### config.mk
export PLATFORM = sky130hd
export DESIGN_NAME = text_stream_statistics_counter_unit
export DESIGN_NICKNAME = d
export VERILOG_FILES = /design/src/hdl/tscu_pkg.sv /design/src/hdl/text_stream_statistics_counter_unit.sv /design/src/hdl/tscu_sat_counter.sv /design/src/hdl/tscu_word_track.sv
export SDC_FILE = /design/constraint.sdc
export NUM_CORES = 1
export LEC_CHECK = 0
export ABC_AREA = 1
export BUFFER_PORTS_ARGS = -buffer_cell sky130_fd_sc_hd__buf_4
export CAP_MARGIN = 20
export CORE_MARGIN = 5
export CORE_UTILIZATION = 43
export DETAILED_ROUTE_END_ITERATION = 16
export GPL_ROUTABILITY_DRIVEN = 0
export PLACE_DENSITY = 0.57
export SLEW_MARGIN = 20
export SYNTH_ARGS = -nofsm -noshare
export SYNTH_HDL_FRONTEND = slang
export SYNTH_SLANG_ARGS = --single-unit
### constraint.sdc
create_clock -name clk -period 9.8 [get_ports clk]
set_input_delay 2.45 -clock clk [delete_from_list [all_inputs] [get_ports clk]]
set_output_delay 2.45 -clock clk [all_outputs]
set_load 0.01 [all_outputs]
### src/hdl/tscu_pkg.sv
// types, constants and helpers shared by the text stream statistics counter
package tscu_pkg;

	localparam int REPORT_W         = 32;
	localparam int WINDOW_MAX_BYTES = 8;
	localparam int PATTERN_W        = 8 * WINDOW_MAX_BYTES;
	localparam int ENABLES_W        = 4;
	localparam int LENGTH_W         = 4;
	localparam int CFG_INDEX_W      = 2;

	localparam logic [7:0] NEWLINE_BYTE = 8'h0a;
	localparam logic [7:0] SPACE_BYTE   = 8'h20;
	localparam logic [7:0] TAB_BYTE     = 8'h09;
	localparam logic [7:0] CR_BYTE      = 8'h0d;

	localparam int EN_CHARS_BIT = 0;
	localparam int EN_WORDS_BIT = 1;
	localparam int EN_LINES_BIT = 2;
	localparam int EN_BLANK_BIT = 3;

	typedef enum logic {
		CMD_BYTE   = 1'b0,
		CMD_FINISH = 1'b1
	} cmd_t;

	typedef enum logic [CFG_INDEX_W-1:0] {
		CFG_COUNT_ENABLES  = 2'd0,
		CFG_PATTERN_LENGTH = 2'd1,
		CFG_PATTERN_BYTES  = 2'd2
	} cfg_idx_t;

	typedef struct packed {
		logic       step;
		logic       clear;
		logic [7:0] data;
	} trk_req_t;

	typedef struct packed {
		logic word_end;
		logic score;
	} trk_evt_t;

	function automatic logic is_space(input logic [7:0] b);
		return (b == SPACE_BYTE) || (b inside {[TAB_BYTE:CR_BYTE]});
	endfunction

endpackage

### src/hdl/text_stream_statistics_counter_unit.sv
// Text stream statistics counter: one request (a text byte or a finish) is taken
// per clock into an input register and applied to the counters by a single
// update pass of compares and increments in the next cycle, so a steady stream
// runs at one byte per cycle. A finish passes from the input register to the result
// register, where it places all counts, and clears the counting state in the same cycle;
// the input side stalls only while a finish waits behind a report not yet taken.
// Configuration writes are taken every cycle and apply at once.
module text_stream_statistics_counter_unit #(
	parameter int PATTERN_MAX = 8,
	parameter int COUNT_WIDTH = 32
) (
	input  logic                               clk,
	input  logic                               arst_n,
	input  logic                               in_valid,
	output logic                               in_ready,
	input  logic                               cmd,
	input  logic [7:0]                         text_byte,
	output logic                               out_valid,
	input  logic                               out_ready,
	output logic [tscu_pkg::REPORT_W-1:0]      char_count,
	output logic [tscu_pkg::REPORT_W-1:0]      line_count,
	output logic [tscu_pkg::REPORT_W-1:0]      word_count,
	output logic [tscu_pkg::REPORT_W-1:0]      blank_line_count,
	output logic [tscu_pkg::REPORT_W-1:0]      filled_line_count,
	output logic [tscu_pkg::REPORT_W-1:0]      pattern_score,
	input  logic                               cfg_valid,
	output logic                               cfg_ready,
	input  logic [tscu_pkg::CFG_INDEX_W-1:0]   cfg_index,
	input  logic [tscu_pkg::PATTERN_W-1:0]     cfg_data
);

	localparam int WIN_BYTES = (PATTERN_MAX < tscu_pkg::WINDOW_MAX_BYTES) ?
		PATTERN_MAX : tscu_pkg::WINDOW_MAX_BYTES;
	localparam int RW = tscu_pkg::REPORT_W;

	logic [tscu_pkg::ENABLES_W-1:0] en_q;
	logic [tscu_pkg::LENGTH_W-1:0]  len_q;
	logic [tscu_pkg::PATTERN_W-1:0] pat_q;

	logic           valid_s1;
	tscu_pkg::cmd_t cmd_s1;
	logic [7:0]     byte_s1;
	logic [7:0]     last_line_q;

	logic out_valid_q;
	logic [RW-1:0] char_q, line_q, word_q, blank_q, filled_q, score_q;

	logic s1_adv, s1_fire, step, fin, in_fire;
	logic en_lines, is_nl;

	tscu_pkg::trk_req_t trk_req;
	tscu_pkg::trk_evt_t trk_evt;

	logic [COUNT_WIDTH-1:0] chars_cnt, lines_cnt, words_cnt, blank_cnt, score_cnt;
	logic [RW-1:0] chars_rpt, lines_rpt, words_rpt, blank_rpt, score_rpt;

	// configuration
	assign cfg_ready = 1'b1;

	always_ff @(posedge clk or negedge arst_n) begin
		if (!arst_n) begin
			en_q  <= '1;
			len_q <= '0;
			pat_q <= '0;
		end else if (cfg_valid) begin
			case (tscu_pkg::cfg_idx_t'(cfg_index))
				tscu_pkg::CFG_COUNT_ENABLES:  en_q  <= cfg_data[tscu_pkg::ENABLES_W-1:0];
				tscu_pkg::CFG_PATTERN_LENGTH: len_q <= cfg_data[tscu_pkg::LENGTH_W-1:0];
				tscu_pkg::CFG_PATTERN_BYTES:  pat_q <= cfg_data;
				default: ;
			endcase
		end
	end

	// input register
	assign s1_adv   = (cmd_s1 != tscu_pkg::CMD_FINISH) || !out_valid_q || out_ready;
	assign in_ready = !valid_s1 || s1_adv;
	assign in_fire  = in_valid && in_ready;
	assign s1_fire  = valid_s1 && s1_adv;
	assign step     = s1_fire && (cmd_s1 == tscu_pkg::CMD_BYTE);
	assign fin      = s1_fire && (cmd_s1 == tscu_pkg::CMD_FINISH);

	always_ff @(posedge clk or negedge arst_n) begin
		if (!arst_n) begin
			valid_s1 <= 1'b0;
		end else if (in_ready) begin
			valid_s1 <= in_valid;
		end
	end

	always_ff @(posedge clk or negedge arst_n) begin
		if (!arst_n) begin
			cmd_s1  <= tscu_pkg::CMD_BYTE;
			byte_s1 <= '0;
		end else if (in_fire) begin
			cmd_s1  <= tscu_pkg::cmd_t'(cmd);
			byte_s1 <= text_byte;
		end
	end

	// line tracking
	assign en_lines = en_q[tscu_pkg::EN_LINES_BIT];
	assign is_nl    = byte_s1 == tscu_pkg::NEWLINE_BYTE;

	always_ff @(posedge clk or negedge arst_n) begin
		if (!arst_n) begin
			last_line_q <= '0;
		end else if (fin) begin
			last_line_q <= '0;
		end else if (step && en_lines) begin
			last_line_q <= byte_s1;
		end
	end

	// word and pattern tracking
	assign trk_req.step  = step;
	assign trk_req.clear = fin;
	assign trk_req.data  = byte_s1;

	tscu_word_track #(
		.WIN_BYTES(WIN_BYTES)
	) u_word_track (
		.clk           (clk),
		.arst_n        (arst_n),
		.req           (trk_req),
		.en_words      (en_q[tscu_pkg::EN_WORDS_BIT]),
		.pattern_length(len_q),
		.pattern       (pat_q),
		.evt           (trk_evt)
	);

	// counters
	tscu_sat_counter #(.WIDTH(COUNT_WIDTH)) u_chars (
		.clk(clk), .arst_n(arst_n),
		.inc(step && en_q[tscu_pkg::EN_CHARS_BIT]), .clr(fin),
		.count(chars_cnt), .report(chars_rpt)
	);

	tscu_sat_counter #(.WIDTH(COUNT_WIDTH)) u_lines (
		.clk(clk), .arst_n(arst_n),
		.inc(step && en_lines && is_nl), .clr(fin),
		.count(lines_cnt), .report(lines_rpt)
	);

	tscu_sat_counter #(.WIDTH(COUNT_WIDTH)) u_blank (
		.clk(clk), .arst_n(arst_n),
		.inc(step && en_lines && en_q[tscu_pkg::EN_BLANK_BIT] && is_nl
			&& (last_line_q == tscu_pkg::NEWLINE_BYTE)),
		.clr(fin),
		.count(blank_cnt), .report(blank_rpt)
	);

	tscu_sat_counter #(.WIDTH(COUNT_WIDTH)) u_words (
		.clk(clk), .arst_n(arst_n),
		.inc(trk_evt.word_end), .clr(fin),
		.count(words_cnt), .report(words_rpt)
	);

	tscu_sat_counter #(.WIDTH(COUNT_WIDTH)) u_score (
		.clk(clk), .arst_n(arst_n),
		.inc(trk_evt.score), .clr(fin),
		.count(score_cnt), .report(score_rpt)
	);

	// result register
	always_ff @(posedge clk or negedge arst_n) begin
		if (!arst_n) begin
			out_valid_q <= 1'b0;
		end else if (fin) begin
			out_valid_q <= 1'b1;
		end else if (out_ready) begin
			out_valid_q <= 1'b0;
		end
	end

	always_ff @(posedge clk) begin
		if (fin) begin
			char_q   <= chars_rpt;
			line_q   <= lines_rpt;
			word_q   <= words_rpt;
			blank_q  <= blank_rpt;
			filled_q <= (lines_rpt >= blank_rpt) ? lines_rpt - blank_rpt
				: blank_rpt - lines_rpt;
			score_q  <= score_rpt;
		end
	end

	assign out_valid         = out_valid_q;
	assign char_count        = char_q;
	assign line_count        = line_q;
	assign word_count        = word_q;
	assign blank_line_count  = blank_q;
	assign filled_line_count = filled_q;
	assign pattern_score     = score_q;

	property p_finish_clears;
		@(posedge clk) disable iff (!arst_n)
		fin |=> (chars_cnt == '0) && (lines_cnt == '0) && (words_cnt == '0)
			&& (blank_cnt == '0) && (score_cnt == '0);
	endproperty
	a_finish_clears: assert property (p_finish_clears)
		else $error("counters not cleared after finish");

	property p_stall_only_on_finish;
		@(posedge clk) disable iff (!arst_n)
		(valid_s1 && !s1_adv) |-> (cmd_s1 == tscu_pkg::CMD_FINISH) && out_valid_q;
	endproperty
	a_stall_only_on_finish: assert property (p_stall_only_on_finish)
		else $error("input stage stalled without a pending report");

	property p_report_from_finish;
		@(posedge clk) disable iff (!arst_n)
		$rose(out_valid_q) |-> $past(valid_s1 && (cmd_s1 == tscu_pkg::CMD_FINISH));
	endproperty
	a_report_from_finish: assert property (p_report_from_finish)
		else $error("report raised without a finish request");

	property p_empty_takes_input;
		@(posedge clk) disable iff (!arst_n) !valid_s1 |-> in_ready;
	endproperty
	a_empty_takes_input: assert property (p_empty_takes_input)
		else $error("empty input stage refusing requests");

endmodule

### src/hdl/tscu_sat_counter.sv
// saturating event counter with a 32-bit report view, clamped if wider, zero-extended if narrower
module tscu_sat_counter #(
	parameter int WIDTH = 32
) (
	input  logic                         clk,
	input  logic                         arst_n,
	input  logic                         inc,
	input  logic                         clr,
	output logic [WIDTH-1:0]             count,
	output logic [tscu_pkg::REPORT_W-1:0] report
);

	logic [WIDTH-1:0] count_q;

	always_ff @(posedge clk or negedge arst_n) begin
		if (!arst_n) begin
			count_q <= '0;
		end else if (clr) begin
			count_q <= '0;
		end else if (inc && (count_q != {WIDTH{1'b1}})) begin
			count_q <= count_q + WIDTH'(1);
		end
	end

	assign count = count_q;

	generate
		if (WIDTH > tscu_pkg::REPORT_W) begin : g_clamp
			assign report = (|count_q[WIDTH-1:tscu_pkg::REPORT_W]) ?
				{tscu_pkg::REPORT_W{1'b1}} : count_q[tscu_pkg::REPORT_W-1:0];
		end else begin : g_extend
			assign report = tscu_pkg::REPORT_W'(count_q);
		end
	endgenerate

endmodule

### src/hdl/tscu_word_track.sv
// word boundary detection and pattern search over a sliding byte window
module tscu_word_track #(
	parameter int WIN_BYTES = 8
) (
	input  logic                             clk,
	input  logic                             arst_n,
	input  tscu_pkg::trk_req_t               req,
	input  logic                             en_words,
	input  logic [tscu_pkg::LENGTH_W-1:0]    pattern_length,
	input  logic [tscu_pkg::PATTERN_W-1:0]   pattern,
	output tscu_pkg::trk_evt_t               evt
);

	localparam int FILL_W = $clog2(WIN_BYTES + 1);

	logic [7:0]        last_q;
	logic [7:0]        win_q [WIN_BYTES];
	logic [FILL_W-1:0] fill_q;
	logic              has_q;

	logic [7:0]        nwin [WIN_BYTES];
	logic [FILL_W-1:0] nfill;
	logic [FILL_W-1:0] eff_len;
	logic              active;
	logic              sp_b;
	logic              word_end;
	logic              multi;
	logic              hit;

	assign eff_len = (pattern_length > tscu_pkg::LENGTH_W'(WIN_BYTES)) ?
		FILL_W'(WIN_BYTES) : pattern_length[FILL_W-1:0];
	assign active   = req.step && en_words;
	assign sp_b     = tscu_pkg::is_space(req.data);
	assign word_end = !tscu_pkg::is_space(last_q) && sp_b;
	assign multi    = eff_len > FILL_W'(1);
	assign nfill    = (fill_q < FILL_W'(WIN_BYTES)) ? fill_q + FILL_W'(1) : fill_q;

	always_comb begin
		for (int i = 0; i < WIN_BYTES - 1; i++) begin
			nwin[i] = win_q[i+1];
		end
		nwin[WIN_BYTES-1] = req.data;
	end

	// newest bytes of the window against the first bytes of the pattern
	always_comb begin
		logic mk;
		hit = 1'b0;
		for (int k = 2; k <= WIN_BYTES; k++) begin
			mk = 1'b1;
			for (int i = 0; i < k; i++) begin
				if (nwin[WIN_BYTES-k+i] != pattern[8*i +: 8]) begin
					mk = 1'b0;
				end
			end
			if (mk && (FILL_W'(k) == eff_len) && (nfill >= eff_len)) begin
				hit = 1'b1;
			end
		end
	end

	always_ff @(posedge clk or negedge arst_n) begin
		if (!arst_n) begin
			last_q <= '0;
			fill_q <= '0;
			has_q  <= 1'b0;
			for (int i = 0; i < WIN_BYTES; i++) begin
				win_q[i] <= '0;
			end
		end else if (req.clear) begin
			last_q <= '0;
			fill_q <= '0;
			has_q  <= 1'b0;
			for (int i = 0; i < WIN_BYTES; i++) begin
				win_q[i] <= '0;
			end
		end else if (active) begin
			last_q <= req.data;
			if (word_end && multi) begin
				fill_q <= '0;
				has_q  <= 1'b0;
				for (int i = 0; i < WIN_BYTES; i++) begin
					win_q[i] <= '0;
				end
			end else if (multi && !sp_b) begin
				win_q  <= nwin;
				fill_q <= nfill;
				if (hit) begin
					has_q <= 1'b1;
				end
			end
		end
	end

	assign evt.word_end = active && word_end;
	assign evt.score    = active && (((eff_len == FILL_W'(1)) && (req.data == pattern[7:0]))
		|| (word_end && multi && has_q));

	property p_fill_bounded;
		@(posedge clk) disable iff (!arst_n) fill_q <= FILL_W'(WIN_BYTES);
	endproperty
	a_fill_bounded: assert property (p_fill_bounded)
		else $error("window fill beyond window size");

	property p_clear_empties;
		@(posedge clk) disable iff (!arst_n) req.clear |=> (fill_q == '0) && !has_q;
	endproperty
	a_clear_empties: assert property (p_clear_empties)
		else $error("word state not cleared on finish");

	property p_has_needs_fill;
		@(posedge clk) disable iff (!arst_n) $rose(has_q) |-> fill_q >= FILL_W'(2);
	endproperty
	a_has_needs_fill: assert property (p_has_needs_fill)
		else $error("pattern flagged with too few bytes in window");

endmodule

==> impl_metrics.json <==
{
  "top_register": "pat_q",
  "syn_to_final_growth_pct": 15.3,
  "cp_max_fo": 3,
  "worst_slew_pin_slew_ns": 1.11,
  "grt_max_degree": 144,
  "start_util": 0.435,
  "overflow": 0,
  "vias_per_cell": 5.45,
  "endpoint_kind": "primary output",
  "htreeDepth": 2,
  "synth_cell_types": 59,
  "fin_worst_skew_ns": 0.0283,
  "reg2reg_slack_ns": 5.90,
  "core_area_um2": 70400,
  "largest_reg_flops": 64,
  "post_drt_wl_per_cell_um": 20.7,
  "synth_area_um2": 30600,
  "dieHeight_um": 277,
  "fin_tns_setup_ns": 0,
  "slew_headroom": 0.262,
  "synth-seq-cells": 512,
  "post_cts_buffers": 0,
  "vias": 27769,
  "postCtsResizedCells": 0,
  "drive_gt1_frac": 0.117,
  "drt_wl_total_mm": 105,
  "grt_usage": 0.263,
  "cts_made_buffers": 59,
  "io_buffers": 273,
  "synth.avg_cell_area_um2": 7.80,
  "critPathLaunchType": "primary input",
  "cts_tree": "built",
  "synth_edf_count": 192,
  "hold_ws_ns": 0.457,
  "fin_util": 0.502,
  "antenna_found_initial": 1,
  "drt_iter0_drc": 3121,
  "synth_flop_cell": "dfrtp_1",
  "nNetsFinal": 4255,
  "synthArstFlopShare": 0.625,
  "ir_drop_v": 0.000184,
  "ant_nets": 0,
  "clockRootBuffer": "clkbuf_16",
  "synth.most_common_cell": "nand2_1",
  "fmax_ghz": 0.183,
  "power.density_nw_per_um2": 249,
  "yosys-top-cells-area": "dfrtp_1, edfxtp_1, nand2_1, nor2_1, xor2_1",
  "min_period_ns": 5.46,
  "hpwlAfterDp_mm": 76.6,
  "crit_required_ns": 7.35,
  "yosysTopAreaCell": "dfrtp_1",
  "die_w_um": 277,
  "insertion_delay_ns": 0.66,
  "grt_pass1_vias": 25947,
  "grt_pass1_wl_mm": 160,
  "synth_nets": 4083,
  "yosys.area.top_type_share": 0.258,
  "leakagePower_uw": 0.0154,
  "cts_buffer_depth": 3,
  "std_cell_rows": 97,
  "fp.dieArea_um2": 76700,
  "io_pins": 275,
  "synthCells": 3928,
  "clock-sinks": 512,
  "synthTopCellsByCount": "nand2_1, nor2_1, inv_1",
  "drt_pass1_iterations": 7,
  "yosysWarnings": 0,
  "finalSetupViolCount": 0,
  "cp.arrival_ns": 3.01,
  "fin_crit_sh": 0.557,
  "grt_setup_unrepaired": "no",
  "maxSlewViolCount": 0,
  "cts_hold_buffers": 0,
  "drv_cap": 0,
  "total_power_uw": 8800,
  "path_clk_slew_ns": 0.06,
  "status": "complete, no violations",
  "criticalPathCategory": "in2out",
  "drcViolationCount": 0,
  "ys_seq_area_frac": 0.450,
  "hold_class": "reg2reg",
  "hold_viol": 0
}
[worst max-delay path, cell delays in order]
cell     delay, ns
buf_4         0.11
nor2_1        0.15
nand3_1       0.13
buf_4         0.17
[cells by family (layout without fill, tap and decap cells)]
kind of cell | Yosys count | in the layout | synth area share
xor gates and xnor gates | 215 | 215 | 0.0615
adders and majority gates | 75 | 75 | 0.0311
AOI/OAI and AO/OA | 558 | 558 | 0.100
other | 1 | 2 | 0.000122
DFF | 512 | 512 | 0.450
buffers and inverters | 546 | 769 | 0.0731
and+or+nand+nor | 2017 | 2017 | 0.283
muxes | 4 | 4 | 0.00147
[where the power goes]
group	switching, µW	internal [µW]
Combinational	1960	1090
Sequential	663	2720
Clock	975	1400
Total	3600	5210
[worst paths after layout]
check                                                   start                           endpoint  cells after the start
worst max-delay path                                out_ready                           in_ready                      4
worst min-delay path            u_chars.count[14]$_DFFE_PN0P_           char_count[14]$_DFFE_PP_                      0
worst max register to register          out_valid$_DFFE_PN0P_  u_word_track.nwin[30]$_DFFE_PN0P_                     12
worst min register to register  u_chars.count[14]$_DFFE_PN0P_           char_count[14]$_DFFE_PP_                      0
max in group asynchronous                              arst_n              pat_q[55]$_DFFE_PN0P_                      2
min in group asynchronous                              arst_n       u_chars.count[3]$_DFFE_PN0P_                      1
[metrics by stage]
| stage | cell area [µm²] | worst slack (ns) | cells |
|---|---|---|---|
| 6_report | 35300 | 4.34 | 5092 |
| 5_1_grt | 35300 | 4.09 | 5092 |
| 3_3_place_gp | 33200 | 3.96 | 4978 |
| 2_1_floorplan | 30600 | 0.590 | 3928 |
| 4_1_cts | 35300 | 4.32 | 5090 |
| 3_5_place_dp | 33200 | 3.87 | 4978 |
[area by class of cell]
class,instances,area [µm²]
fillers,6928,35100
multi-input cells,2870,14700
flip-flops and latches,512,13800
repair buffers,289,2210
clock buffers,69,1590
inverters,368,1390
well taps,940,1180
clock inverters,43,526
diodes,1,2.50
[layer usage]
layer,global-route usage,up-vias,wire length [µm]
li1,-,13293,-
met1,0.364,13097,45200
met2,0.426,1145,48500
met3,0.0372,234,7380
met4,0.0925,0,4310
met5,0,-,0
[cell usage in the layout (no fill, tap or decap), types with 42 or more instances in the layout]
cell type	synthesis	layout
nand2_1	1068	1067
nor2_1	417	417
inv_1	348	347
dfrtp_1	316	316
buf_4	12	286
o21ai_0	224	224
nand3_1	198	196
edfxtp_1	192	192
a21oi_1	186	186
xor2_1	163	163
nand4_1	127	127
nor3_1	105	105
ha_1	73	73
clkbuf_16	0	60
xnor2_1	52	52
o21ai_1	42	42
Power figures use the tool's default switching activity.
